### config.mk
export PLATFORM = sky130hd
export DESIGN_NAME = path_segment_flattener
export DESIGN_NICKNAME = d
export VERILOG_FILES = /design/src/design/psf_pkg.sv /design/src/design/psf_div.sv /design/src/design/psf_mac.sv /design/src/design/path_segment_flattener.sv
export SDC_FILE = /design/constraint.sdc
export NUM_CORES = 2
export LEC_CHECK = 0
export BUFFER_PORTS_ARGS = -buffer_cell sky130_fd_sc_hd__buf_2
export CORE_AREA = 2 2 366 368
export CTS_CLUSTER_SIZE = 16
export DETAILED_ROUTE_END_ITERATION = 7
export DIE_AREA = 0 0 368 370
export GPL_TIMING_DRIVEN = 0
export PLACE_DENSITY_LB_ADDON = 0.1
export SYNTH_ARGS = -nofsm -noshare
export SYNTH_HDL_FRONTEND = slang
export SYNTH_SLANG_ARGS = --single-unit
### constraint.sdc
create_clock -name aclk -period 28.6 [get_ports aclk]
set_clock_uncertainty 0.15 [all_clocks]
set_input_delay 2.86 -clock aclk [delete_from_list [all_inputs] [get_ports aclk]]
set_output_delay 2.86 -clock aclk [all_outputs]
set_load 0.005 [all_outputs]
### src/design/psf_pkg.sv
// Shared constants, operation types and the per-point multiply schedule.
package psf_pkg;

    localparam int COORD_W   = 32;
    localparam int STEPS_W   = 7;
    localparam int MAX_STEPS = 64;
    localparam logic [STEPS_W-1:0] STEPS_RESET = 7'd20;

    localparam int T_W    = 17;
    localparam int B_W    = 18;
    localparam int UU_W   = 34;
    localparam int A_W    = 49;
    localparam int PROD_W = A_W + B_W;
    localparam int ACC_W  = 80;
    localparam int HALF_W = 16;

    localparam logic [T_W-1:0]     ONE_Q16  = 17'h10000;
    localparam logic [COORD_W-1:0] SIGN_BIT = 32'h8000_0000;

    localparam int STEP_W = 5;
    localparam logic [STEP_W-1:0] STEP_W_LAST = 5'd5;
    localparam logic [STEP_W-1:0] STEP_X0     = 5'd6;
    localparam logic [STEP_W-1:0] STEP_Y0     = 5'd14;
    localparam logic [STEP_W-1:0] STEP_OP_END = 5'd21;
    localparam logic [STEP_W-1:0] STEP_DONE   = 5'd22;

    typedef enum logic [2:0] {
        A_U, A_T, A_UU, A_TT, A_WGT
    } a_sel_t;

    typedef enum logic [2:0] {
        B_U, B_T, B_U3, B_T3, B_QLO, B_QHI
    } b_sel_t;

    typedef enum logic [1:0] {
        DST_UU, DST_TT, DST_WGT, DST_ACC
    } dst_t;

    typedef struct packed {
        logic       vld;
        a_sel_t     a_sel;
        b_sel_t     b_sel;
        logic [1:0] idx;
        logic       coord;
        dst_t       dst;
        logic       clr;
    } psf_op_t;

    function automatic psf_op_t psf_step_op(input logic [STEP_W-1:0] step);
        psf_op_t           op;
        logic [STEP_W-1:0] k;
        op = '{vld: 1'b0, a_sel: A_U, b_sel: B_U, idx: 2'd0, coord: 1'b0,
               dst: DST_UU, clr: 1'b0};
        k  = '0;
        if (step <= STEP_W_LAST) begin
            op.vld = 1'b1;
            unique case (step[2:0])
                3'd0: begin
                    op.a_sel = A_U;  op.b_sel = B_U;  op.dst = DST_UU;
                end
                3'd1: begin
                    op.a_sel = A_T;  op.b_sel = B_T;  op.dst = DST_TT;
                end
                3'd2: begin
                    op.a_sel = A_UU; op.b_sel = B_U;  op.dst = DST_WGT; op.idx = 2'd0;
                end
                3'd3: begin
                    op.a_sel = A_UU; op.b_sel = B_T3; op.dst = DST_WGT; op.idx = 2'd1;
                end
                3'd4: begin
                    op.a_sel = A_TT; op.b_sel = B_U3; op.dst = DST_WGT; op.idx = 2'd2;
                end
                3'd5: begin
                    op.a_sel = A_TT; op.b_sel = B_T;  op.dst = DST_WGT; op.idx = 2'd3;
                end
                default: begin
                    op.vld = 1'b0;
                end
            endcase
        end else if (step <= STEP_OP_END) begin
            k        = (step < STEP_Y0) ? (step - STEP_X0) : (step - STEP_Y0);
            op.vld   = 1'b1;
            op.a_sel = A_WGT;
            op.b_sel = k[0] ? B_QHI : B_QLO;
            op.idx   = k[2:1];
            op.coord = (step >= STEP_Y0);
            op.dst   = DST_ACC;
            op.clr   = (k == '0);
        end
        return op;
    endfunction

endpackage

### src/design/psf_div.sv
// Restoring divider for 65536 / steps, one quotient bit per cycle.
module psf_div (
    input  logic                          aclk,
    input  logic                          aresetn,
    input  logic                          start,
    input  logic [psf_pkg::STEPS_W-1:0]   divisor,
    output logic                          done,
    output logic [psf_pkg::T_W-1:0]       quo,
    output logic [psf_pkg::STEPS_W-1:0]   rem
);

    logic                        busy_reg, busy_next;
    logic                        done_reg, done_next;
    logic [4:0]                  cnt_reg, cnt_next;
    logic [psf_pkg::STEPS_W-1:0] rem_reg, rem_next;
    logic [psf_pkg::T_W-1:0]     quo_reg, quo_next;
    logic [psf_pkg::STEPS_W:0]   trial;
    logic                        fits;

    always_comb begin
        trial     = {rem_reg, (cnt_reg == 5'd0)};
        fits      = (trial >= {1'b0, divisor});
        busy_next = busy_reg;
        done_next = 1'b0;
        cnt_next  = cnt_reg;
        rem_next  = rem_reg;
        quo_next  = quo_reg;
        if (start) begin
            busy_next = 1'b1;
            cnt_next  = 5'd0;
            rem_next  = '0;
        end else if (busy_reg) begin
            rem_next = fits ? psf_pkg::STEPS_W'(trial - {1'b0, divisor})
                            : trial[psf_pkg::STEPS_W-1:0];
            quo_next = {quo_reg[psf_pkg::T_W-2:0], fits};
            if (cnt_reg == 5'(psf_pkg::T_W - 1)) begin
                busy_next = 1'b0;
                done_next = 1'b1;
            end else begin
                cnt_next = cnt_reg + 5'd1;
            end
        end
    end

    always_ff @(posedge aclk) begin
        if (!aresetn) begin
            busy_reg <= 1'b0;
            done_reg <= 1'b0;
            cnt_reg  <= '0;
        end else begin
            busy_reg <= busy_next;
            done_reg <= done_next;
            cnt_reg  <= cnt_next;
        end
        rem_reg <= rem_next;
        quo_reg <= quo_next;
    end

    assign done = done_reg;
    assign quo  = quo_reg;
    assign rem  = rem_reg;

endmodule

### src/design/psf_mac.sv
// Shared multiplier with weight registers and the blend accumulator.
module psf_mac (
    input  logic                                   aclk,
    input  logic                                   aresetn,
    input  psf_pkg::psf_op_t                       op,
    input  logic [psf_pkg::T_W-1:0]                u,
    input  logic [psf_pkg::T_W-1:0]                t,
    input  logic [3:0][psf_pkg::COORD_W-1:0]       q_x,
    input  logic [3:0][psf_pkg::COORD_W-1:0]       q_y,
    output logic [psf_pkg::COORD_W-1:0]            res_x,
    output logic [psf_pkg::COORD_W-1:0]            res_y
);

    logic [psf_pkg::UU_W-1:0]        uu_reg;
    logic [psf_pkg::UU_W-1:0]        tt_reg;
    logic [3:0][psf_pkg::A_W-1:0]    w_reg;
    logic [psf_pkg::PROD_W-1:0]      prod_reg;
    psf_pkg::psf_op_t                wb_reg;
    logic [psf_pkg::ACC_W-1:0]       acc_reg;
    logic [psf_pkg::COORD_W-1:0]     res_x_reg;

    logic [psf_pkg::A_W-1:0]         a_op;
    logic [psf_pkg::B_W-1:0]         b_op;
    logic [psf_pkg::B_W-1:0]         u3;
    logic [psf_pkg::B_W-1:0]         t3;
    logic [psf_pkg::COORD_W-1:0]     q_sel;
    logic [psf_pkg::PROD_W-1:0]      prod_next;
    logic [psf_pkg::ACC_W-1:0]       term;
    logic [psf_pkg::COORD_W-1:0]     acc_top;

    always_comb begin
        u3    = {u, 1'b0} + psf_pkg::B_W'(u);
        t3    = {t, 1'b0} + psf_pkg::B_W'(t);
        q_sel = op.coord ? q_y[op.idx] : q_x[op.idx];
        unique case (op.a_sel)
            psf_pkg::A_U:   a_op = psf_pkg::A_W'(u);
            psf_pkg::A_T:   a_op = psf_pkg::A_W'(t);
            psf_pkg::A_UU:  a_op = psf_pkg::A_W'(uu_reg);
            psf_pkg::A_TT:  a_op = psf_pkg::A_W'(tt_reg);
            psf_pkg::A_WGT: a_op = w_reg[op.idx];
            default:        a_op = '0;
        endcase
        unique case (op.b_sel)
            psf_pkg::B_U:   b_op = psf_pkg::B_W'(u);
            psf_pkg::B_T:   b_op = psf_pkg::B_W'(t);
            psf_pkg::B_U3:  b_op = u3;
            psf_pkg::B_T3:  b_op = t3;
            psf_pkg::B_QLO: b_op = psf_pkg::B_W'(q_sel[psf_pkg::HALF_W-1:0]);
            psf_pkg::B_QHI: b_op = psf_pkg::B_W'(q_sel[psf_pkg::COORD_W-1:psf_pkg::HALF_W]);
            default:        b_op = '0;
        endcase
        prod_next = psf_pkg::PROD_W'(a_op) * psf_pkg::PROD_W'(b_op);
    end

    always_comb begin
        if (wb_reg.b_sel == psf_pkg::B_QHI) begin
            term = {prod_reg[psf_pkg::ACC_W-psf_pkg::HALF_W-1:0], {psf_pkg::HALF_W{1'b0}}};
        end else begin
            term = psf_pkg::ACC_W'(prod_reg);
        end
        acc_top = acc_reg[psf_pkg::ACC_W-1:psf_pkg::ACC_W-psf_pkg::COORD_W] ^ psf_pkg::SIGN_BIT;
    end

    always_ff @(posedge aclk) begin
        if (!aresetn) begin
            wb_reg.vld <= 1'b0;
        end else begin
            wb_reg.vld <= op.vld;
        end
        wb_reg.a_sel <= op.a_sel;
        wb_reg.b_sel <= op.b_sel;
        wb_reg.idx   <= op.idx;
        wb_reg.coord <= op.coord;
        wb_reg.dst   <= op.dst;
        wb_reg.clr   <= op.clr;
        prod_reg     <= prod_next;
        if (wb_reg.vld) begin
            unique case (wb_reg.dst)
                psf_pkg::DST_UU:  uu_reg <= prod_reg[psf_pkg::UU_W-1:0];
                psf_pkg::DST_TT:  tt_reg <= prod_reg[psf_pkg::UU_W-1:0];
                psf_pkg::DST_WGT: w_reg[wb_reg.idx] <= prod_reg[psf_pkg::A_W-1:0];
                psf_pkg::DST_ACC: begin
                    acc_reg <= wb_reg.clr ? term : acc_reg + term;
                    if (wb_reg.clr && wb_reg.coord) begin
                        res_x_reg <= acc_top;
                    end
                end
            endcase
        end
    end

    assign res_x = res_x_reg;
    assign res_y = acc_top;

endmodule

### src/design/path_segment_flattener.sv
// Top level of the path flattener: command intake, point sequencer, output register.
// Line item: after acceptance its end point is loaded into the output register from the emit state.
// Cubic item: 65536/steps is first formed in the bit-serial divider; then each point takes
// 22 passes through the shared 49x18 multiplier, plus drain and emit.
// Ready returns once the last point is loaded; output may still be held downstream.
// Reset (aresetn low, synchronous): current point to origin, segment_steps to 20.
module path_segment_flattener (
    input  logic                                  aclk,
    input  logic                                  aresetn,
    input  logic                                  cfg_wr_en,
    input  logic [psf_pkg::STEPS_W-1:0]           cfg_wr_data,
    input  logic                                  s_axis_tvalid,
    output logic                                  s_axis_tready,
    // ctrl1_x, ctrl1_y, ctrl2_x, ctrl2_y, end_x, end_y
    input  logic [6*psf_pkg::COORD_W-1:0]         s_axis_tdata,
    // action, new_path
    input  logic [1:0]                            s_axis_tuser,
    output logic                                  m_axis_tvalid,
    input  logic                                  m_axis_tready,
    // point_x, point_y
    output logic [2*psf_pkg::COORD_W-1:0]         m_axis_tdata,
    output logic                                  m_axis_tlast
);

    typedef enum logic [4:0] {
        ST_IDLE = 5'b00001,
        ST_DIV  = 5'b00010,
        ST_ADV  = 5'b00100,
        ST_CALC = 5'b01000,
        ST_EMIT = 5'b10000
    } state_t;

    localparam int CW = psf_pkg::COORD_W;
    localparam int SW = psf_pkg::STEPS_W;

    state_t                         state_reg, state_next;
    logic [SW-1:0]                  steps_reg;
    logic [SW-1:0]                  n_reg;
    logic [SW-1:0]                  i_reg, i_next;
    logic [psf_pkg::STEP_W-1:0]     step_reg, step_next;
    logic [psf_pkg::T_W-1:0]        t_reg, t_next;
    logic [SW-1:0]                  r_reg, r_next;
    logic [psf_pkg::T_W-1:0]        q0_reg;
    logic [SW-1:0]                  r0_reg;
    logic                           line_reg;
    logic [CW-1:0]                  cur_x_reg, cur_y_reg;
    logic [3:0][CW-1:0]             qx_reg, qy_reg;
    logic                           m_valid_reg;
    logic [CW-1:0]                  px_reg, py_reg;
    logic                           last_reg;

    logic                           accept;
    logic                           load;
    logic                           final_pt;
    logic [SW-1:0]                  n_eff;
    logic [CW-1:0]                  base_x, base_y;
    logic [SW:0]                    sum_r;
    logic                           carry;
    logic [psf_pkg::T_W-1:0]        u_val;
    logic                           div_done;
    logic [psf_pkg::T_W-1:0]        div_quo;
    logic [SW-1:0]                  div_rem;
    psf_pkg::psf_op_t               op;
    logic [CW-1:0]                  res_x, res_y;

    assign s_axis_tready = (state_reg == ST_IDLE);
    assign accept        = s_axis_tvalid && s_axis_tready;
    assign load          = (state_reg == ST_EMIT) && (!m_valid_reg || m_axis_tready);
    assign final_pt      = line_reg || (i_reg == n_reg);
    assign u_val         = psf_pkg::ONE_Q16 - t_reg;
    assign base_x        = s_axis_tuser[1] ? '0 : cur_x_reg;
    assign base_y        = s_axis_tuser[1] ? '0 : cur_y_reg;

    always_comb begin
        priority if (steps_reg == '0) begin
            n_eff = SW'(1);
        end else if (steps_reg > SW'(psf_pkg::MAX_STEPS)) begin
            n_eff = SW'(psf_pkg::MAX_STEPS);
        end else begin
            n_eff = steps_reg;
        end
    end

    assign op = (state_reg == ST_CALC) ? psf_pkg::psf_step_op(step_reg) : '0;

    always_comb begin
        sum_r = {1'b0, r_reg} + {1'b0, r0_reg};
        carry = (sum_r >= {1'b0, n_reg});
    end

    always_comb begin
        state_next = state_reg;
        i_next     = i_reg;
        step_next  = step_reg;
        t_next     = t_reg;
        r_next     = r_reg;
        unique case (state_reg)
            ST_IDLE: begin
                if (accept) begin
                    state_next = s_axis_tuser[0] ? ST_DIV : ST_EMIT;
                end
            end
            ST_DIV: begin
                if (div_done) begin
                    state_next = ST_ADV;
                    i_next     = '0;
                    t_next     = '0;
                    r_next     = '0;
                end
            end
            ST_ADV: begin
                state_next = ST_CALC;
                step_next  = '0;
                i_next     = i_reg + SW'(1);
                t_next     = t_reg + q0_reg + psf_pkg::T_W'(carry);
                r_next     = carry ? SW'(sum_r - {1'b0, n_reg}) : sum_r[SW-1:0];
            end
            ST_CALC: begin
                if (step_reg == psf_pkg::STEP_DONE) begin
                    state_next = ST_EMIT;
                end else begin
                    step_next = step_reg + psf_pkg::STEP_W'(1);
                end
            end
            ST_EMIT: begin
                if (load) begin
                    state_next = final_pt ? ST_IDLE : ST_ADV;
                end
            end
            default: begin
                state_next = ST_IDLE;
            end
        endcase
    end

    always_ff @(posedge aclk) begin
        if (!aresetn) begin
            state_reg   <= ST_IDLE;
            steps_reg   <= psf_pkg::STEPS_RESET;
            cur_x_reg   <= '0;
            cur_y_reg   <= '0;
            m_valid_reg <= 1'b0;
            i_reg       <= '0;
            step_reg    <= '0;
            t_reg       <= '0;
            r_reg       <= '0;
        end else begin
            state_reg <= state_next;
            i_reg     <= i_next;
            step_reg  <= step_next;
            t_reg     <= t_next;
            r_reg     <= r_next;
            if (cfg_wr_en) begin
                steps_reg <= cfg_wr_data;
            end
            if (accept) begin
                cur_x_reg <= s_axis_tdata[5*CW-1:4*CW];
                cur_y_reg <= s_axis_tdata[6*CW-1:5*CW];
            end
            if (load) begin
                m_valid_reg <= 1'b1;
            end else if (m_axis_tready) begin
                m_valid_reg <= 1'b0;
            end
        end
        if (accept) begin
            line_reg  <= !s_axis_tuser[0];
            n_reg     <= n_eff;
            qx_reg[0] <= base_x ^ psf_pkg::SIGN_BIT;
            qy_reg[0] <= base_y ^ psf_pkg::SIGN_BIT;
            qx_reg[1] <= s_axis_tdata[1*CW-1:0*CW] ^ psf_pkg::SIGN_BIT;
            qy_reg[1] <= s_axis_tdata[2*CW-1:1*CW] ^ psf_pkg::SIGN_BIT;
            qx_reg[2] <= s_axis_tdata[3*CW-1:2*CW] ^ psf_pkg::SIGN_BIT;
            qy_reg[2] <= s_axis_tdata[4*CW-1:3*CW] ^ psf_pkg::SIGN_BIT;
            qx_reg[3] <= s_axis_tdata[5*CW-1:4*CW] ^ psf_pkg::SIGN_BIT;
            qy_reg[3] <= s_axis_tdata[6*CW-1:5*CW] ^ psf_pkg::SIGN_BIT;
        end
        if (div_done) begin
            q0_reg <= div_quo;
            r0_reg <= div_rem;
        end
        if (load) begin
            px_reg   <= line_reg ? (qx_reg[3] ^ psf_pkg::SIGN_BIT) : res_x;
            py_reg   <= line_reg ? (qy_reg[3] ^ psf_pkg::SIGN_BIT) : res_y;
            last_reg <= final_pt;
        end
    end

    psf_div u_div (
        .aclk    (aclk),
        .aresetn (aresetn),
        .start   (accept && s_axis_tuser[0]),
        .divisor (n_reg),
        .done    (div_done),
        .quo     (div_quo),
        .rem     (div_rem)
    );

    psf_mac u_mac (
        .aclk    (aclk),
        .aresetn (aresetn),
        .op      (op),
        .u       (u_val),
        .t       (t_reg),
        .q_x     (qx_reg),
        .q_y     (qy_reg),
        .res_x   (res_x),
        .res_y   (res_y)
    );

    assign m_axis_tvalid = m_valid_reg;
    assign m_axis_tdata  = {py_reg, px_reg};
    assign m_axis_tlast  = last_reg;

`ifndef SYNTHESIS
    a_step_range: assert property (@(posedge aclk) disable iff (!aresetn)
        (state_reg == ST_CALC) |-> (step_reg <= psf_pkg::STEP_DONE))
        else $error("point schedule step out of range");

    a_count_bound: assert property (@(posedge aclk) disable iff (!aresetn)
        (state_reg == ST_EMIT && !line_reg) |-> (i_reg <= n_reg && i_reg != '0))
        else $error("point count outside 1..steps");

    a_final_t: assert property (@(posedge aclk) disable iff (!aresetn)
        (load && !line_reg && i_reg == n_reg) |-> (t_reg == psf_pkg::ONE_Q16))
        else $error("final cubic point does not reach t = 1");

    a_div_state: assert property (@(posedge aclk) disable iff (!aresetn)
        div_done |-> (state_reg == ST_DIV))
        else $error("divider finished outside its state");
`endif

endmodule

# After elaboration in Yosys (flattened, before gate mapping)
# Cells that the tools add are included.
# totals
regBits	950
input_bits	206
output_inout_bits	67
# classes
n_addsub	14
n_mul	1
magnitude_cmp	10
eq_ne	31
muxes	53
n_bitwise	17
reduce_logical	36
# op_table
cell	n
49-bit case mux with 5 select lines	1
32-bit 2-to-1 mux	7
196-bit bitwise mux	1
80-bit 2-to-1 mux	2
32-bit binary-select mux with 2-bit select	2
18-bit case mux with 6 select lines	1
49-bit binary-select mux with 2-bit select	1
49-bit demux with 2-bit select	1
49-bit 2-to-1 mux	2
80-bit adder	1
49-bit by 18-bit multiplier with 67-bit output	1
5-bit case mux with 5 select lines	2
18-bit by 17-bit adder with 18-bit output	2
5-bit 2-to-1 mux	7
17-bit case mux with 2 select lines	1
7-bit 2-to-1 mux	4
7-bit case mux with 2 select lines	2
3-bit by 2-bit equality test with 1-bit output (second input constant)	6
3-bit equality test (second input constant)	6
2-bit AND reduction	9
17-bit by 1-bit adder with 17-bit output	1
17-bit adder	1
17-bit 2-to-1 mux	1
1-bit NOT	17
other kinds (49)	83

# Longest topological paths before layout
# logic_depth
word_depth	11
depth_mapped	43
mapped_depth_nobuf	40

# Cells and area by module
# From an unflattened synthesis, not the netlist that was laid out.
# hier_totals
hier_cells	6818
area_unflattened_um2	72876.1
# modules_own_cells
module	instances	cells_each	area_per_inst_um2	seq_area_each_um2
psf_mac	1	5397	53227.3	12832.3
path_segment_flattener	1	1282	18141.1	12862.3
psf_div	1	139	1507.7	790.8

# Least setup slack after synthesis
# OpenSTA, ideal clock, no wires.
# synth_timing
path_kind	input to register
start	in s_axis_tvalid
end	reg line_reg, enable pin
setup_time_ns	0.733
t_arrival_ns	10.328
path_slack_ns	17.388
cell_stages	3
path_buffers	1
path_cell_list	nand2_1 -> inv_1 -> clkbuf_1
# synth_between
elab_chain_len	1
# synth_lines
element	line	rtl
start, declared	path_segment_flattener.sv:12	input logic s_axis_tvalid,
1-bit logical AND	path_segment_flattener.sv:67	assign accept = s_axis_tvalid && s_axis_tready;
net accept	path_segment_flattener.sv:52	logic accept;
end signal, assigned	path_segment_flattener.sv:167	line_reg <= !s_axis_tuser[0];
end, declared	path_segment_flattener.sv:45	logic line_reg;
# The timed path passes the listed nets, and every way through them passes these cells.
# A chain may end at the register's enable or synchronous reset.

# Worst setup path after layout
# layout_timing
start	reg step_reg[1] (netlist bit)
end	reg u_mac.prod_reg[58] (netlist bit)
# layout_between
elab_chain_len	10
# layout_lines
element	line	rtl
start, declared	path_segment_flattener.sv:40	logic [psf_pkg::STEP_W-1:0] step_reg, step_next;
start signal, assigned	path_segment_flattener.sv:150	step_reg <= step_next;
5-bit by 4-bit subtractor with 5-bit output (tied with other cells)	psf_pkg.sv:81	k = (step < STEP_Y0) ? (step - STEP_X0) : (step - STEP_Y0);
5-bit 2-to-1 mux	psf_pkg.sv:81	
13-bit 2-to-1 mux	psf_pkg.sv:80	end else if (step <= STEP_OP_END) begin
9-bit 2-to-1 mux	psf_pkg.sv:55	if (step <= STEP_W_LAST) begin
12-bit 2-to-1 mux *	path_segment_flattener.sv:84	assign op = (state_reg == ST_CALC) ? psf_pkg::psf_step_op(step_reg) : '0;
32-bit binary-select mux with 2-bit select	psf_mac.sv:34	q_sel = op.coord ? q_y[op.idx] : q_x[op.idx];
32-bit 2-to-1 mux (implied by the code)	psf_mac.sv:34	
32-bit 2-to-1 mux	psf_mac.sv:34	
18-bit case mux with 6 select lines	psf_mac.sv:43	unique case (op.b_sel)
49-bit by 18-bit multiplier with 67-bit output *	psf_mac.sv:52	prod_next = psf_pkg::PROD_W'(a_op) * psf_pkg::PROD_W'(b_op);
net u_mac.prod_next, one bit	psf_mac.sv:27	logic [psf_pkg::PROD_W-1:0] prod_next;
end signal, assigned	psf_mac.sv:76	prod_reg <= prod_next;
end, declared	psf_mac.sv:17	logic [psf_pkg::PROD_W-1:0] prod_reg;
# The timed path passes the listed nets; every way through them passes the cells marked *. The select of a mux whose other input is x is not followed.

==> metrics.cfg <==
[run_status]
status = finished clean

[detailed_routing]
postRouteAntennaNets = 0
vias = 56502
viasPerCell = 5.94
drt_iter0_drc = 6556
drc_errors = 0
wire_per_inst_um = 27.2
wirelength_um = 259000
firstDrtPassIters = 6

[grt]
use_met1 = 0.511
grt.busiest_layer = met2
grt_usage = 0.383
grt_max_degree = 70
grtUsageMet3 = 0.0696
grt_pass1_vias = 55532
grt_overflow = 0
antenna_found_initial = 16
grt_pass1_wl_um = 376000
use_met2 = 0.589

[synthesis]
synth_flop_cell = edfxtp_1
synth_top_family_by_area = adder cells
yosysTopAreaCell = edfxtp_1
synth_top_cell_area_share = 0.309
ys_seq_elements = 950
synth.distinct_cells = 90
synth-async-reset-ratio = 0
syn_inst = 7227
synthXorXnorAreaFrac = 0.0263
avgSynthCellArea_um2 = 10.0
synth_edf_count = 746
synth_area_mm2 = 0.0724
synth-adder-area-share = 0.264
synth_seq_area_share = 0.366
muxShareOfSynthArea = 0.0268
yosys.area_share.simple = 0.150
ys.warnings.count = 0
synth-compound-area-share = 0.0955
yosys-top-cells-area = edfxtp_1 (31%), fa_1 (21%), nand2_1 (7.0%)

[clock_tree]
cts_root_buffer = clkbuf_16
clockBufferDepth = 3
clk_latency_ns = 0.70
post_cts_buffers = 0
post_cts_resized = 0
tritoncts = done
clkTransAtPathRegs_ns = 0.07
numClockSinks = 950
cts.hold.buffers_added = 0
h-tree-depth = 3
cts_buffers = 92

[timing]
worst_slew_pin_slew_ns = 1.45
setup_tns_ns = 0
setup_violations = 0
max_freq_mhz = 71.6
hold_viol_final = 0
whs_ns = 0.284
max-slew-margin-rel = 0.0344
finalCriticalPeriod_ns = 13.97
rsz0062_at_grt = false
drv_slew = 0
post-route-period-util = 0.489

[cells_and_area]
largest_reg_flops = 196
seq_area_mm2 = 0.0265
final_common_cell = nand2_1
multi_input_area_mm2 = 0.0409
syn2layout_area_growth_pct = 10.1
nFillCells = 11466
nets = 8933
stdcell_count = 9514
final_cell_mix = nand2_1 (1352), inv_1 (913), fa_1 (760)
drive_gt1_frac = 0.0978

[floorplanning]
initial_core_util = 0.547
dieArea_mm2 = 0.136
ios = 273
die_w_um = 368
rows = 134
die_y_um = 370
coreArea_mm2 = 0.132

[critical_path]
cp-end-kind = flip-flop
max_stage_delay_ns = 0.99
critPathRequiredTime_ns = 29.06
critical_path.most_common_cell = fa_1
path_buf_inv = 9
path_class = reg2reg
cp_slowest_cell = nor3_1
crit_family = compound AO/OA/AOI/OAI gates
cp_max_fo = 10
critPathLaunchType = flip-flop
crit_arrival_ns = 14.43

[placement]
dp.cells = 9326
io_buffers = 270
gp_congestion = 1.03
dp_hpwl_um = 214000

[pwr]
leakagePower_nw = 35.0
ir_worst_vdd_mv = 0.0575
powerDensity_mw_per_mm2 = 42.2

[flow_run]
max_cap_violations = 0

[hold_path]
hold_path.class = reg2reg

==> synthesized netlist by cell type, types with 10 or more instances <==
cell type and instances:
o211ai_1 15, a21o_1 83, a22oi_1 43, nand3b_1 11, inv_1 913, a221o_1 13
o22ai_1 13, nand2b_1 53, mux4_2 41, a211oi_1 20, o21ai_0 248, and2_1 104
o21a_1 34, mux2i_1 22, a21boi_0 79, xor2_1 93, xnor2_1 124, a21oi_1 308
a31oi_1 55, nand2_1 1352, a311oi_1 13, o21bai_1 32, fa_1 760, nand4_1 47
or2_2 14, edfxtp_1 746, ha_1 313, nor2b_1 142, or3_1 14, and3_1 56
buf_2 101, nand3_1 179, mux2_2 71, a221oi_1 10, buf_1 12, o31ai_1 11
dfxtp_1 204, nor2_1 410, clkbuf_1 244, nor3_1 40, buf_4 27
==> power breakdown <==
group	switching [W]	internal [W]
sequential	0.0000816	0.00158
clock	0.000563	0.000689
combinational	0.000286	0.000160
==> path summary, 6_finish.rpt <==
| kind | start | to | slack (ns) | cells past startpoint |
|---|---|---|---|---|
| min | u_div.quo[6] | u_div.quo[7] | 0.28 | 0 |
| max reg2reg | step_reg[1] | u_mac.prod_reg[58] | 14.63 | 37 |
| min reg2reg | u_div.quo[6] | u_div.quo[7] | 0.28 | 0 |
| max | step_reg[1] | u_mac.prod_reg[58] | 14.63 | 37 |
==> cell families after synthesis <==
family,count (synthesis)
flip-flops,950
adder cells (fa/ha/maj),1073
AO/OA/AOI/OAI,1076
multiplexers,134
other,2
XOR/XNOR,217
buffers and inverters,1305
AND/OR/NAND/NOR,2470
==> per-stage QoR <==
stage	total power, W	cell area, µm²	utilization	worst slack [ns]
2_1_floorplan	0.00193	72500	-	17.39
3_3_place_gp	0.00214	76100	0.574	13.59
3_5_place_dp	0.00212	76600	0.578	14.96
4_1_cts	0.00335	79700	0.602	14.86
5_1_grt	0.00346	79700	0.602	14.42
6_report	0.00336	79700	0.602	14.63
==> cell type report <==
type | count | area share
Antenna cell | 13 | 0.000408
Buffer | 389 | 0.0217
Clock buffer | 117 | 0.0316
Clock inverter | 56 | 0.00728
Inverter | 916 | 0.0431
Multi-Input combinational cell | 5000 | 0.513
Sequential cell | 950 | 0.332
Tap cell | 1768 | 0.0277
Timing Repair Buffer | 305 | 0.0228
==> per-layer routing <==
metal,share of wire,up-vias
li1,-,24654
met3,0.098,555
met5,0.00020,-
met4,0.070,6
met2,0.45,2986
met1,0.39,28301
Power figures use the tool's default switching activity.
